==> src/rtl/core/acm_pkg.sv <==
`default_nettype none
// Package for the multi-pattern matcher: request and result types,
// opcode and status codes, controller/datapath command and status types.
// No dependencies.
package acm_pkg;

    localparam int ALPHABET  = 70;
    localparam int SYM_W     = 7;
    localparam int CNT_OUT_W = 16;

    localparam logic [6:0] OTHER_SYM = 7'd69;
    localparam logic [6:0] LAST_SYM  = 7'd69;

    localparam logic [2:0] OPC_INSERT = 3'd0;
    localparam logic [2:0] OPC_EXACT  = 3'd1;
    localparam logic [2:0] OPC_PREFIX = 3'd2;
    localparam logic [2:0] OPC_BUILD  = 3'd3;
    localparam logic [2:0] OPC_SCAN   = 3'd4;
    localparam logic [2:0] OPC_CLEAR  = 3'd5;

    localparam logic [1:0] STATUS_OK       = 2'd0;
    localparam logic [1:0] STATUS_FULL     = 2'd1;
    localparam logic [1:0] STATUS_CONSUMED = 2'd2;

    typedef struct packed {
        logic [2:0] opcode;
        logic [7:0] symbol;
        logic       first;
        logic       last;
    } req_t;

    typedef struct packed {
        logic [15:0] count;
        logic [1:0]  status;
    } rsp_t;

    typedef enum logic [4:0] {
        CMD_NOP,
        CMD_CLR_START,
        CMD_CLR_STEP,
        CMD_GOTO_RD,
        CMD_INS_UPD,
        CMD_INS_WR,
        CMD_SRCH_UPD,
        CMD_SRCH_RES,
        CMD_SCAN_UPD,
        CMD_SCAN_STEP,
        CMD_SCAN_RES,
        CMD_BLD_START,
        CMD_FZ_STEP,
        CMD_ROOT_RD,
        CMD_ROOT_PUSH,
        CMD_Q_RD,
        CMD_U_LATCH,
        CMD_F_RD,
        CMD_E_RD,
        CMD_E_UPD,
        CMD_DONE
    } dp_op_t;

    typedef struct packed {
        logic   accept;
        dp_op_t op;
    } dp_cmd_t;

    typedef struct packed {
        logic missed;
        logic head_lt_tail;
        logic sym_last;
        logic idx_node_last;
        logic idx_clr_last;
        logic chain_stop;
    } dp_status_t;

    function automatic logic [6:0] sym_of(input logic [7:0] b);
        logic [7:0] d;
        begin
            d = 8'd0;
            if (b inside {[8'h61:8'h7A]}) begin
                d = b - 8'h61;
            end else if (b inside {[8'h41:8'h5A]}) begin
                d = b - 8'h41 + 8'd26;
            end else if (b inside {[8'h30:8'h39]}) begin
                d = b - 8'h30 + 8'd52;
            end else begin
                d = {1'b0, OTHER_SYM};
            end
            return d[6:0];
        end
    endfunction

endpackage
`default_nettype wire

==> src/rtl/core/acm_ctrl.sv <==
`default_nettype none
// Controller state machine of the multi-pattern matcher.
// Issues one datapath command per cycle; depends on acm_pkg.
module acm_ctrl (
    input  wire logic                clk,
    input  wire logic                rst_n,
    input  wire logic                start,
    input  wire logic [2:0]          opcode,
    input  wire acm_pkg::dp_status_t stat,
    output logic                     busy,
    output acm_pkg::dp_cmd_t         cmd
);

    typedef enum logic [4:0] {
        S_IDLE,
        S_CLR_START,
        S_CLR_STEP,
        S_INS_RD,
        S_INS_UPD,
        S_INS_WR,
        S_SRCH_RD,
        S_SRCH_UPD,
        S_SRCH_RES,
        S_SCAN_RD,
        S_SCAN_UPD,
        S_SCAN_STEP,
        S_SCAN_RES,
        S_BLD_START,
        S_FZ_STEP,
        S_ROOT_RD,
        S_ROOT_PUSH,
        S_Q_RD,
        S_U_LATCH,
        S_F_RD,
        S_E_RD,
        S_E_UPD,
        S_DONE
    } state_t;

    state_t state_reg;

    assign busy = (state_reg != S_IDLE);

    always_comb
    begin
        cmd.accept = start && (state_reg == S_IDLE);
        case (state_reg)
            S_CLR_START: cmd.op = acm_pkg::CMD_CLR_START;
            S_CLR_STEP:  cmd.op = acm_pkg::CMD_CLR_STEP;
            S_INS_RD:    cmd.op = acm_pkg::CMD_GOTO_RD;
            S_INS_UPD:   cmd.op = acm_pkg::CMD_INS_UPD;
            S_INS_WR:    cmd.op = acm_pkg::CMD_INS_WR;
            S_SRCH_RD:   cmd.op = acm_pkg::CMD_GOTO_RD;
            S_SRCH_UPD:  cmd.op = acm_pkg::CMD_SRCH_UPD;
            S_SRCH_RES:  cmd.op = acm_pkg::CMD_SRCH_RES;
            S_SCAN_RD:   cmd.op = acm_pkg::CMD_GOTO_RD;
            S_SCAN_UPD:  cmd.op = acm_pkg::CMD_SCAN_UPD;
            S_SCAN_STEP: cmd.op = acm_pkg::CMD_SCAN_STEP;
            S_SCAN_RES:  cmd.op = acm_pkg::CMD_SCAN_RES;
            S_BLD_START: cmd.op = acm_pkg::CMD_BLD_START;
            S_FZ_STEP:   cmd.op = acm_pkg::CMD_FZ_STEP;
            S_ROOT_RD:   cmd.op = acm_pkg::CMD_ROOT_RD;
            S_ROOT_PUSH: cmd.op = acm_pkg::CMD_ROOT_PUSH;
            S_Q_RD:      cmd.op = acm_pkg::CMD_Q_RD;
            S_U_LATCH:   cmd.op = acm_pkg::CMD_U_LATCH;
            S_F_RD:      cmd.op = acm_pkg::CMD_F_RD;
            S_E_RD:      cmd.op = acm_pkg::CMD_E_RD;
            S_E_UPD:     cmd.op = acm_pkg::CMD_E_UPD;
            S_DONE:      cmd.op = acm_pkg::CMD_DONE;
            default:     cmd.op = acm_pkg::CMD_NOP;
        endcase
    end

    always_ff @(posedge clk or negedge rst_n)
    begin
        if (!rst_n) begin
            state_reg <= S_CLR_START;
        end else begin
            case (state_reg)
                S_IDLE:
                begin
                    if (start) begin
                        case (opcode)
                            acm_pkg::OPC_INSERT: state_reg <= S_INS_RD;
                            acm_pkg::OPC_EXACT:  state_reg <= S_SRCH_RD;
                            acm_pkg::OPC_PREFIX: state_reg <= S_SRCH_RD;
                            acm_pkg::OPC_BUILD:  state_reg <= S_BLD_START;
                            acm_pkg::OPC_SCAN:   state_reg <= S_SCAN_RD;
                            acm_pkg::OPC_CLEAR:  state_reg <= S_CLR_START;
                            default:             state_reg <= S_IDLE;
                        endcase
                    end
                end
                S_CLR_START: state_reg <= S_CLR_STEP;
                S_CLR_STEP:  state_reg <= stat.idx_clr_last ? S_DONE : S_CLR_STEP;
                S_INS_RD:    state_reg <= stat.missed ? S_INS_WR : S_INS_UPD;
                S_INS_UPD:   state_reg <= S_INS_WR;
                S_INS_WR:    state_reg <= S_IDLE;
                S_SRCH_RD:   state_reg <= S_SRCH_UPD;
                S_SRCH_UPD:  state_reg <= S_SRCH_RES;
                S_SRCH_RES:  state_reg <= S_IDLE;
                S_SCAN_RD:   state_reg <= S_SCAN_UPD;
                S_SCAN_UPD:  state_reg <= S_SCAN_STEP;
                S_SCAN_STEP: state_reg <= stat.chain_stop ? S_SCAN_RES : S_SCAN_STEP;
                S_SCAN_RES:  state_reg <= S_IDLE;
                S_BLD_START: state_reg <= S_FZ_STEP;
                S_FZ_STEP:   state_reg <= stat.idx_node_last ? S_ROOT_RD : S_FZ_STEP;
                S_ROOT_RD:   state_reg <= S_ROOT_PUSH;
                S_ROOT_PUSH: state_reg <= stat.sym_last ? S_Q_RD : S_ROOT_RD;
                S_Q_RD:      state_reg <= stat.head_lt_tail ? S_U_LATCH : S_DONE;
                S_U_LATCH:   state_reg <= S_F_RD;
                S_F_RD:      state_reg <= S_E_RD;
                S_E_RD:      state_reg <= S_E_UPD;
                S_E_UPD:     state_reg <= stat.sym_last ? S_Q_RD : S_F_RD;
                S_DONE:      state_reg <= S_IDLE;
                default:     state_reg <= S_IDLE;
            endcase
        end
    end

endmodule
`default_nettype wire

==> config.mk <==
export PLATFORM = sky130hd
export DESIGN_NAME = acm_ctrl
export DESIGN_NICKNAME = d
export VERILOG_FILES = /design/src/rtl/core/acm_pkg.sv /design/src/rtl/core/acm_ctrl.sv
export SDC_FILE = /design/constraint.sdc
export NUM_CORES = 1
export LEC_CHECK = 0
export BUFFER_PORTS_ARGS = -buffer_cell sky130_fd_sc_hd__buf_2
export CELL_PAD_IN_SITES_DETAIL_PLACEMENT = 1
export CELL_PAD_IN_SITES_GLOBAL_PLACEMENT = 1
export CORE_MARGIN = 10
export CORE_UTILIZATION = 36
export DETAILED_ROUTE_END_ITERATION = 16
export HOLD_SLACK_MARGIN = 0.15
export PLACE_DENSITY = 0.85
export SLEW_MARGIN = 20
export SYNTH_ARGS = -nofsm -noshare
export SYNTH_HDL_FRONTEND = slang
export SYNTH_SLANG_ARGS = --single-unit
==> constraint.sdc <==
create_clock -name clk -period 1.75 [get_ports clk]
set_input_delay 0 -clock clk [delete_from_list [all_inputs] [get_ports clk]]
set_output_delay 0 -clock clk [all_outputs]
set_load 0.01 [all_outputs]
# After elaboration in Yosys (flattened, before gate mapping)
# Memory sizes are Yosys's and may differ from the RTL's.
# Index checks and enable logic that the tools add are counted.
dict set report word_totals {
  regBits 5
  romBits 160
  in_bits 12
  word_cells 41
  memories 1
}
dict set report classes {
  eq_ne 24
  mux 10
  n_reduce_logical 5
}
# memory words width rd rd_clocked_by_memory_dff write_ports line
set memory_table {}
lappend memory_table {{(name not given)} 32 5 1 0 0 acm_ctrl.sv:47} ;# case (state_reg)
# operator count
set ops {}
lappend ops {{case mux 5 bit (19 select lines)} 1}
lappend ops {{== test 5 x 4 -> 1 bit, second input constant} 6}
lappend ops {{== test 5 bit, second input constant} 6}
lappend ops {{case mux 4 bit (5 select lines)} 1}
lappend ops {{== test 5 x 3 -> 1 bit, second input constant} 3}
lappend ops {{two-way mux 5 bit} 3}
lappend ops {{== test 5 x 2 -> 1 bit, second input constant} 2}
lappend ops {{== test 3 x 2 -> 1 bit, second input constant} 2}
lappend ops {{== test 3 bit, second input constant} 2}
lappend ops {{two-way mux 3 bit} 2}
lappend ops {{== test 5 x 1 -> 1 bit, second input constant} 1}
lappend ops {{logical NOT 5 bit} 1}
lappend ops {{nonzero test 5 bit} 1}
lappend ops {{== test 3 x 1 -> 1 bit, second input constant} 1}
lappend ops {{logical NOT 3 bit} 1}
lappend ops {{two-way mux 1 bit} 2}
lappend ops {{two-way mux 2 bit} 1}
lappend ops {{!= test 2 bit, second input constant} 1}
lappend ops {{OR reduction 2 bit} 1}
lappend ops {{logical AND 1 bit} 1}

# Longest topological paths before layout
# Gate-level depths: netlist of the first run.
dict set report depth {
  ltp_word 5
  mapped_depth 7
  depth_no_buf 7
}

# Worst setup path after synthesis of the first run
# No wires, ideal clock.
dict set report synth_path {
  kind {register to register}
  from {register state_reg[0]}
  to {register state_reg[0]}
  setup_ps 82
  arrival_time_ps 1519
  path_slack_ps 149
  stages_incl_launch_ff 6
  n_path_buf 0
  period_less_slack_ps 1601
  path_cell_list {dfstp_2 -> inv_1 -> ha_1 -> a221oi_1 -> a211oi_1 -> o31a_1}
}
dict set report synth_between {
  elab_chain_len 2
}
# item line
set synth_rtl {}
lappend synth_rtl {{start: declaration} acm_ctrl.sv:40} ;# state_t state_reg;
lappend synth_rtl {{start signal: assignment} acm_ctrl.sv:95} ;# S_CLR_STEP: state_reg <= stat.idx_clr_last ? S_DONE : S_CLR_STEP;
lappend synth_rtl {{start signal: assignment} acm_ctrl.sv:96} ;# S_INS_RD: state_reg <= stat.missed ? S_INS_WR : S_INS_UPD;
lappend synth_rtl {{start signal: assignment} acm_ctrl.sv:104} ;# S_SCAN_STEP: state_reg <= stat.chain_stop ? S_SCAN_RES : S_SCAN_STEP;
lappend synth_rtl {{== test 5 bit (tied with other cells)} acm_ctrl.sv:79} ;# case (state_reg)
lappend synth_rtl {{case mux 5 bit (19 select lines) or != test 2 bit (tied branches)} --}
# Several ways; a longest one is shown, not always the timed one.
# A chain may end at the register's enable or synchronous reset.

# Worst setup path after layout of the first run
dict set report layout_path {
  from {register state_reg[0]}
  to {register state_reg[1]}
}
# The elaborated chain is that of the path after synthesis.

==> metrics.yaml, run 1 <==
grt_pass1_wl_um: 4200
layout_commonest_cell: "buf_2"
yosysWarnings: 0
layout_common_cells: "18 x buf_2, 14 x buf_4, 9 x nand2_1, 9 x nor2_1"
n_antenna_cell: 0
num_vias: 889
grt_max_degree: 14
fin_crit_sh: 0.970
die_x_um: 65.5
firstDrtPassIters: 4
p_comb_frac: 0.780
largest_reg_flops: 5
h-tree-depth: 1
pwr-share-clk: 0.071
synth-async-reset-ratio: 1.00
max_stage_delay_ns: 0.53
synthToLayoutAreaGrowth_pct: 40.6
start_util: 0.380
min_from: "opcode[2]"
hold_violations: 0
dp_slack_ns: 0.0362
drt.antenna.violating_nets: 0
synthFlopType: "dfrtp_1"
regArea_um2: 130
power.density_nw_per_um2: 1750
cts_tree: "yes"
hold_path_class: "input pin to flip-flop"
netlist_area_um2: 746
whs_endpoint: "state_reg[2]"
min_period_ns: 1.70
worstPathCellList: "buf_4 -> ha_2 -> nor4bb_1 -> a31oi_1 -> nor2_1 -> a2bb2oi_1"
r2r_start: "state_reg[0]"
grt.total_usage: 0.118
viasPerCell: 5.49
drc: 0
dp_hpwl_um: 2050
setup_viol: 0
power_mw: 1.83
antenna_found_initial: 0
sw_frac_of_total: 0.479
worst_setup_path_end_kind: "flip-flop"
p_seq_frac: 0.149
worst_slew_pin_slew_ns: 0.485
cts_made_buffers: 3
p_sw_mw: 0.877
cp_num_buf_inv: 1
synth_seq_cells: 5
ys_seq_area_frac: 0.169
cts.root.buffer_cell: "clkbuf_4"
num_io_pins: 19
crit_family: "flip-flops"
finalSetupTns_ns: 0
rsz0062_at_grt: "true"
max_freq_mhz: 589
whs_path_depth: 4
crit_fanout: 5
clk_latency_ns: 0.24
synth_cell_types: 37
die_h_um: 65.5
vdd.ir_drop.worst_mv: 0.773
reg2reg_depth: 6
cts.sinks: 5
core-area_um2: 1960
critPathKind: "flip-flop to flip-flop"
synth_area_per_cell_um2: 7.31
final_nets: 153
slew_violations: 0
syn_inst: 102
critPathArrivalTime_ns: 1.85
syn-num-nets: 119
final_layout_size_suffix_gt1_frac: 0.407
grt_overflow: 0
grt_pass1_vias: 905
gp_congestion: 0.887
first_iter_violations: 34
fin_ws_ns: 0.0519
internal_power_mw: 0.955
multi_input_area_um2: 607
io_buffers: 18
finalWirelength_um: 2610
avgRoutedWirePerCell_um: 16.1
synth-edff-count: 0
rrSetupSlack_ns: 0.05
dieArea_um2: 4290
relSlewSlack: 0.677
crit_path_top_delay_cell: "dfstp_2"
cp.required_ns: 1.90
finClkSkew_ns: 0.000597
nFillCells: 258
reg2reg_to: "state_reg[1]"
cts_buffer_depth: 2
rows: 16
outcome: "complete, no violations"
power.leakage_nw: 0.443
start_kind: "flip-flop"
clkTransAtPathRegs_ns: 0.04
maxCapViolCount: 0
-- cell type report --
class	count	share of cell area
multi-input combinational	84	0.579
clock buffer	4	0.0251
inverter	7	0.0251
sequential	5	0.124
timing repair buffer	35	0.215
tap	27	0.0322
-- power groups by stage --
stage                     combinational, mW  clock [mW]  sequential, mW
after floorplan                       0.824           0           0.234
after global routing                   1.58       0.139           0.283
final                                  1.43       0.130           0.273
after global placement                 1.16           0           0.276
after CTS                              1.23       0.137           0.281
after detailed placement               1.21           0           0.280
-- repair_timing --
action                     4_1_cts  5_1_grt
hold endpoints to repair         6        0
resized for setup                3       15
buffers inserted                 0        4
pin swaps                        0        2
setup endpoints to repair        2        7
hold buffers                     3        0
-- tightest hold or removal path, cell delays in order --
cell,delay (ns)
buf_2,0.12
nor3_2,0.05
a31oi_1,0.13
a31oi_1,0.10
-- synth_stat cells, drive strengths merged (2+ instances only) --
library cell   n  area (um2)
xnor2          2        17.5
nor3           2        15.0
ha             5        62.6
nand3          4        20.0
nand2          9        33.8
inv            7        26.3
nor3b          2        15.0
o22ai          3        18.8
buf            6        35.0
a31oi          7        50.1
nor2          12        50.1
nand2b         4        25.0
nor2b          5        31.3
dfrtp          4         100
o21ai          8        40.0
o31a           2        17.5
a21oi          5        25.0
-- per-stage QoR --
stage	cells	cell area, um2	hold slack [ns]	util
after floorplan	102	746	-0.296	-
after global placement	151	910	-0.184	0.464
after detailed placement	151	910	-0.184	0.464
after CTS	158	972	0.205	0.496
after global routing	162	1050	0.261	0.534
final	162	1050	0.215	0.534
-- per-layer routing --
layer / track usage / up-vias / part of all wire
met5: 0 / - / 0
met4: 0.0455 / 0 / 0.019
met3: 0.0136 / 4 / 0.044
met2: 0.220 / 28 / 0.52
met1: 0.133 / 422 / 0.42
li1: - / 435 / -
-- logic make-up (layout without fill, tap and decap cells) --
kind of cell             after synthesis  after routing  synth area share
AND/OR/NAND/NOR                       43             43             0.334
AO/OA/AOI/OAI                         33             33             0.294
buffers and inverters                 13             46            0.0822
adder cells (fa/ha/maj)                5              5            0.0839
flip-flops                             5              5             0.169
XOR/XNOR                               2              2            0.0235
multiplexers                           1              1            0.0134
-- worst max path at each step --
stage                      start      endpoint  slack (ns)  depth (start not counted)
finish              state_reg[0]  state_reg[1]        0.05                          6
CTS                 state_reg[1]  state_reg[2]        0.02                          7
detailed placement  state_reg[1]  state_reg[2]        0.04                          7
global route        state_reg[0]  state_reg[1]       -0.02                          6
floorplan           state_reg[0]  state_reg[0]        0.15                          5
global placement    state_reg[0]  state_reg[0]        0.08                          5
(Power assumes the default switching activity.)
==> inputs of run 2 (changes only) <==
- CORE_UTILIZATION: 36 -> 35
- CTS_BUF_LIST: unset -> sky130_fd_sc_hd__clkbuf_8
- PLACE_DENSITY: 0.85 -> 0.86
- clock period: 1.75 -> 1.4 ns (I/O delays scaled with it)
==> run 2 against run 1 <==
- the flow now finishes with violations (setup timing)
- utilization increased by 14 points
- first-iteration DRC count increased by 44%
- clock skew increased by 0.0092 ns
- wire length increased by 62%
- sequential share of layout area decreased by 2.8 points
- combinational power increased by 94%
- count of clock-buffer cells in the layout decreased by 1
- via count increased by 20%
- design area increased by 29%
- maximum frequency decreased by 5.2%
- largest cell class unchanged
==> metrics.yaml, run 2 (synthesis results as in run 1) <==
antenna_found_initial: 0  # unchanged
crit_family: "flip-flops"  # unchanged
rows: 16  # unchanged
fin_crit_sh: 1.28  # was 0.970
slew_violations: 0  # unchanged
post-place-cells: 163  # was 151
cp.required_ns: 1.52  # was 1.90 ns
hold_path_class: "input pin to flip-flop"  # unchanged
firstDrtPassIters: 4  # unchanged
finalWirelength_um: 4230  # was 2610 um
start_kind: "flip-flop"  # unchanged
hold_violations: 0  # unchanged
first_iter_violations: 49  # was 34
cp_num_buf_inv: 1  # unchanged
cts_buffer_depth: 2  # unchanged
n_antenna_cell: 0  # unchanged
design_area_um2: 1360  # was 1050 um2
start_util: 0.372  # was 0.380
die_x_um: 66.2  # was 65.5 um
grt_max_degree: 14  # unchanged
cts_tree: "yes"  # unchanged
stdcell_count: 179  # was 162
num_vias: 1068  # was 889
num_io_pins: 19  # unchanged
h-tree-depth: 1  # unchanged
crit_path_top_delay_cell: "dfstp_2"  # unchanged
grt.total_usage: 0.149  # was 0.118
drt.antenna.violating_nets: 0  # unchanged
critPathArrivalTime_ns: 1.91  # was 1.85 ns
outcome: "complete, but fails checks"  # was complete, no violations
p_comb_frac: 0.818  # was 0.780
rsz0062_at_grt: "true"  # unchanged
crit_fanout: 8  # was 5
pwr-share-clk: 0.083  # was 0.071
sw_frac_of_total: 0.477  # was 0.479
worst_setup_path_end_kind: "flip-flop"  # unchanged
p_seq_frac: 0.099  # was 0.149
maxCapViolCount: 0  # unchanged
final_nets: 170  # was 153
cts.sinks: 5  # unchanged
max_stage_delay_ns: 0.60  # was 0.53 ns
layout_common_cells: "21 x buf_4, 18 x buf_2, 10 x buf_6"  # was 18 x buf_2, 14 x buf_4, 9 x nand2_1, 9 x nor2_1
dieArea_um2: 4380  # was 4290 um2
min_period_ns: 1.79  # was 1.70 ns
worst_slew_pin_slew_ns: 0.356  # was 0.485 ns
synthToLayoutAreaGrowth_pct: 81.9  # was 40.6%
power.density_nw_per_um2: 2500  # was 1750 nW/um2
max_freq_mhz: 558  # was 589 MHz
grt_pass1_wl_um: 5220  # was 4200 um
clk_latency_ns: 0.24  # about the same
fin_ws_ns: -0.391  # was 0.0519 ns
grt_pass1_vias: 1069  # was 905
clkTransAtPathRegs_ns: 0.04  # about the same
finClkSkew_ns: 0.00983  # was 0.000597 ns
nFillCells: 237  # was 258
drc: 0  # unchanged
gp_congestion: 0.870  # was 0.887
layout_commonest_cell: "buf_4"  # was buf_2
violations: "setup timing"
setup_viol: 12  # was 0
grt_overflow: 0  # unchanged
largest_reg_flops: 5  # unchanged
relSlewSlack: 0.760  # was 0.677
cts.root.buffer_cell: "clkbuf_8"  # was clkbuf_4
avgRoutedWirePerCell_um: 23.6  # was 16.1 um
worstPathCellList: "inv_4 -> ha_4 -> and4b_1 -> a31oi_2 -> nand3_1 -> a2bb2oi_2"  # was buf_4 -> ha_2 -> nor4bb_1 -> a31oi_1 -> nor2_1 -> a2bb2oi_1
place_area_um2: 1040  # was 910 um2
die_h_um: 66.2  # was 65.5 um
final_util: 0.678  # was 0.534
viasPerCell: 5.97  # was 5.49
core-area_um2: 2000  # was 1960 um2
power.leakage_nw: 0.581  # was 0.443 nW
io_buffers: 18  # unchanged
cts_made_buffers: 3  # unchanged
dp_slack_ns: -0.210  # was 0.0362 ns
dp_hpwl_um: 2260  # was 2050 um
critPathKind: "flip-flop to flip-flop"  # unchanged
p_sw_mw: 1.62  # was 0.877 mW
final_layout_size_suffix_gt1_frac: 0.592  # was 0.407
finalSetupTns_ns: -2.96  # was 0 ns
vdd.ir_drop.worst_mv: 1.33  # was 0.773 mV
internal_power_mw: 1.78  # was 0.955 mW
run 2: final timing paths:
path / start / to / slack [ns] / depth (start not counted)
min: start / state_reg[1] / 0.15 / 3
max reg2reg: state_reg[0] / state_reg[1] / -0.39 / 6
max: state_reg[0] / state_reg[1] / -0.39 / 6
min reg2reg: state_reg[1] / state_reg[1] / 0.77 / 3
max in group asynchronous: rst_n / state_reg[4] / 0.48 / 3
min in group asynchronous: rst_n / state_reg[0] / 0.25 / 2
run 2: per-stage QoR:
stage          hold slack [ns]  power (mW)
6_report                 0.150        3.40
5_1_grt                  0.160        3.57
4_1_cts                  0.155        2.69
3_5_place_dp            -0.182        2.19
3_3_place_gp            -0.182        2.11
2_1_floorplan           -0.296        1.43
run 2: final cells by class:
class	count	area [um2]	share of cell area
Multi-Input combinational cell	84	716	0.528
Timing Repair Buffer	52	400	0.295
Tap cell	27	33.8	0.0249
Inverter	7	31.3	0.0231
Clock inverter	1	3.75	0.00277
Clock buffer	3	41.3	0.0304
Sequential cell	5	130	0.0959
run 2: power groups by stage:
stage          clock (mW)  combinational [mW]  sequential, mW
2_1_floorplan           0                1.11           0.313
3_3_place_gp            0                1.80           0.309
3_5_place_dp            0                1.87           0.313
4_1_cts             0.268                2.11           0.309
5_1_grt             0.297                2.93           0.340
6_report            0.283                2.78           0.335
run 2: what timing repair did:
item / in CTS / in global routing
resized for setup: 18 / 26
hold endpoints to repair: 5 / 0
setup buffers: 5 / 5
pin swaps: 8 / 13
hold buffers: 2 / 0
setup endpoints to repair: 12 / 11
run 2: worst register-to-register path: stages, from the launching register on:
cell	delay [ns]
dfstp_2	0.60
inv_4	0.08
ha_4	0.21
and4b_1	0.23
a31oi_2	0.22
nand3_1	0.17
a2bb2oi_2	0.17
run 2: metal layers:
metal	track usage	up-vias	wire, um
li1	-	472	-
met1	0.164	517	1650
met2	0.255	58	2090
met3	0.0322	21	307
met4	0.0838	0	174
met5	0	-	0
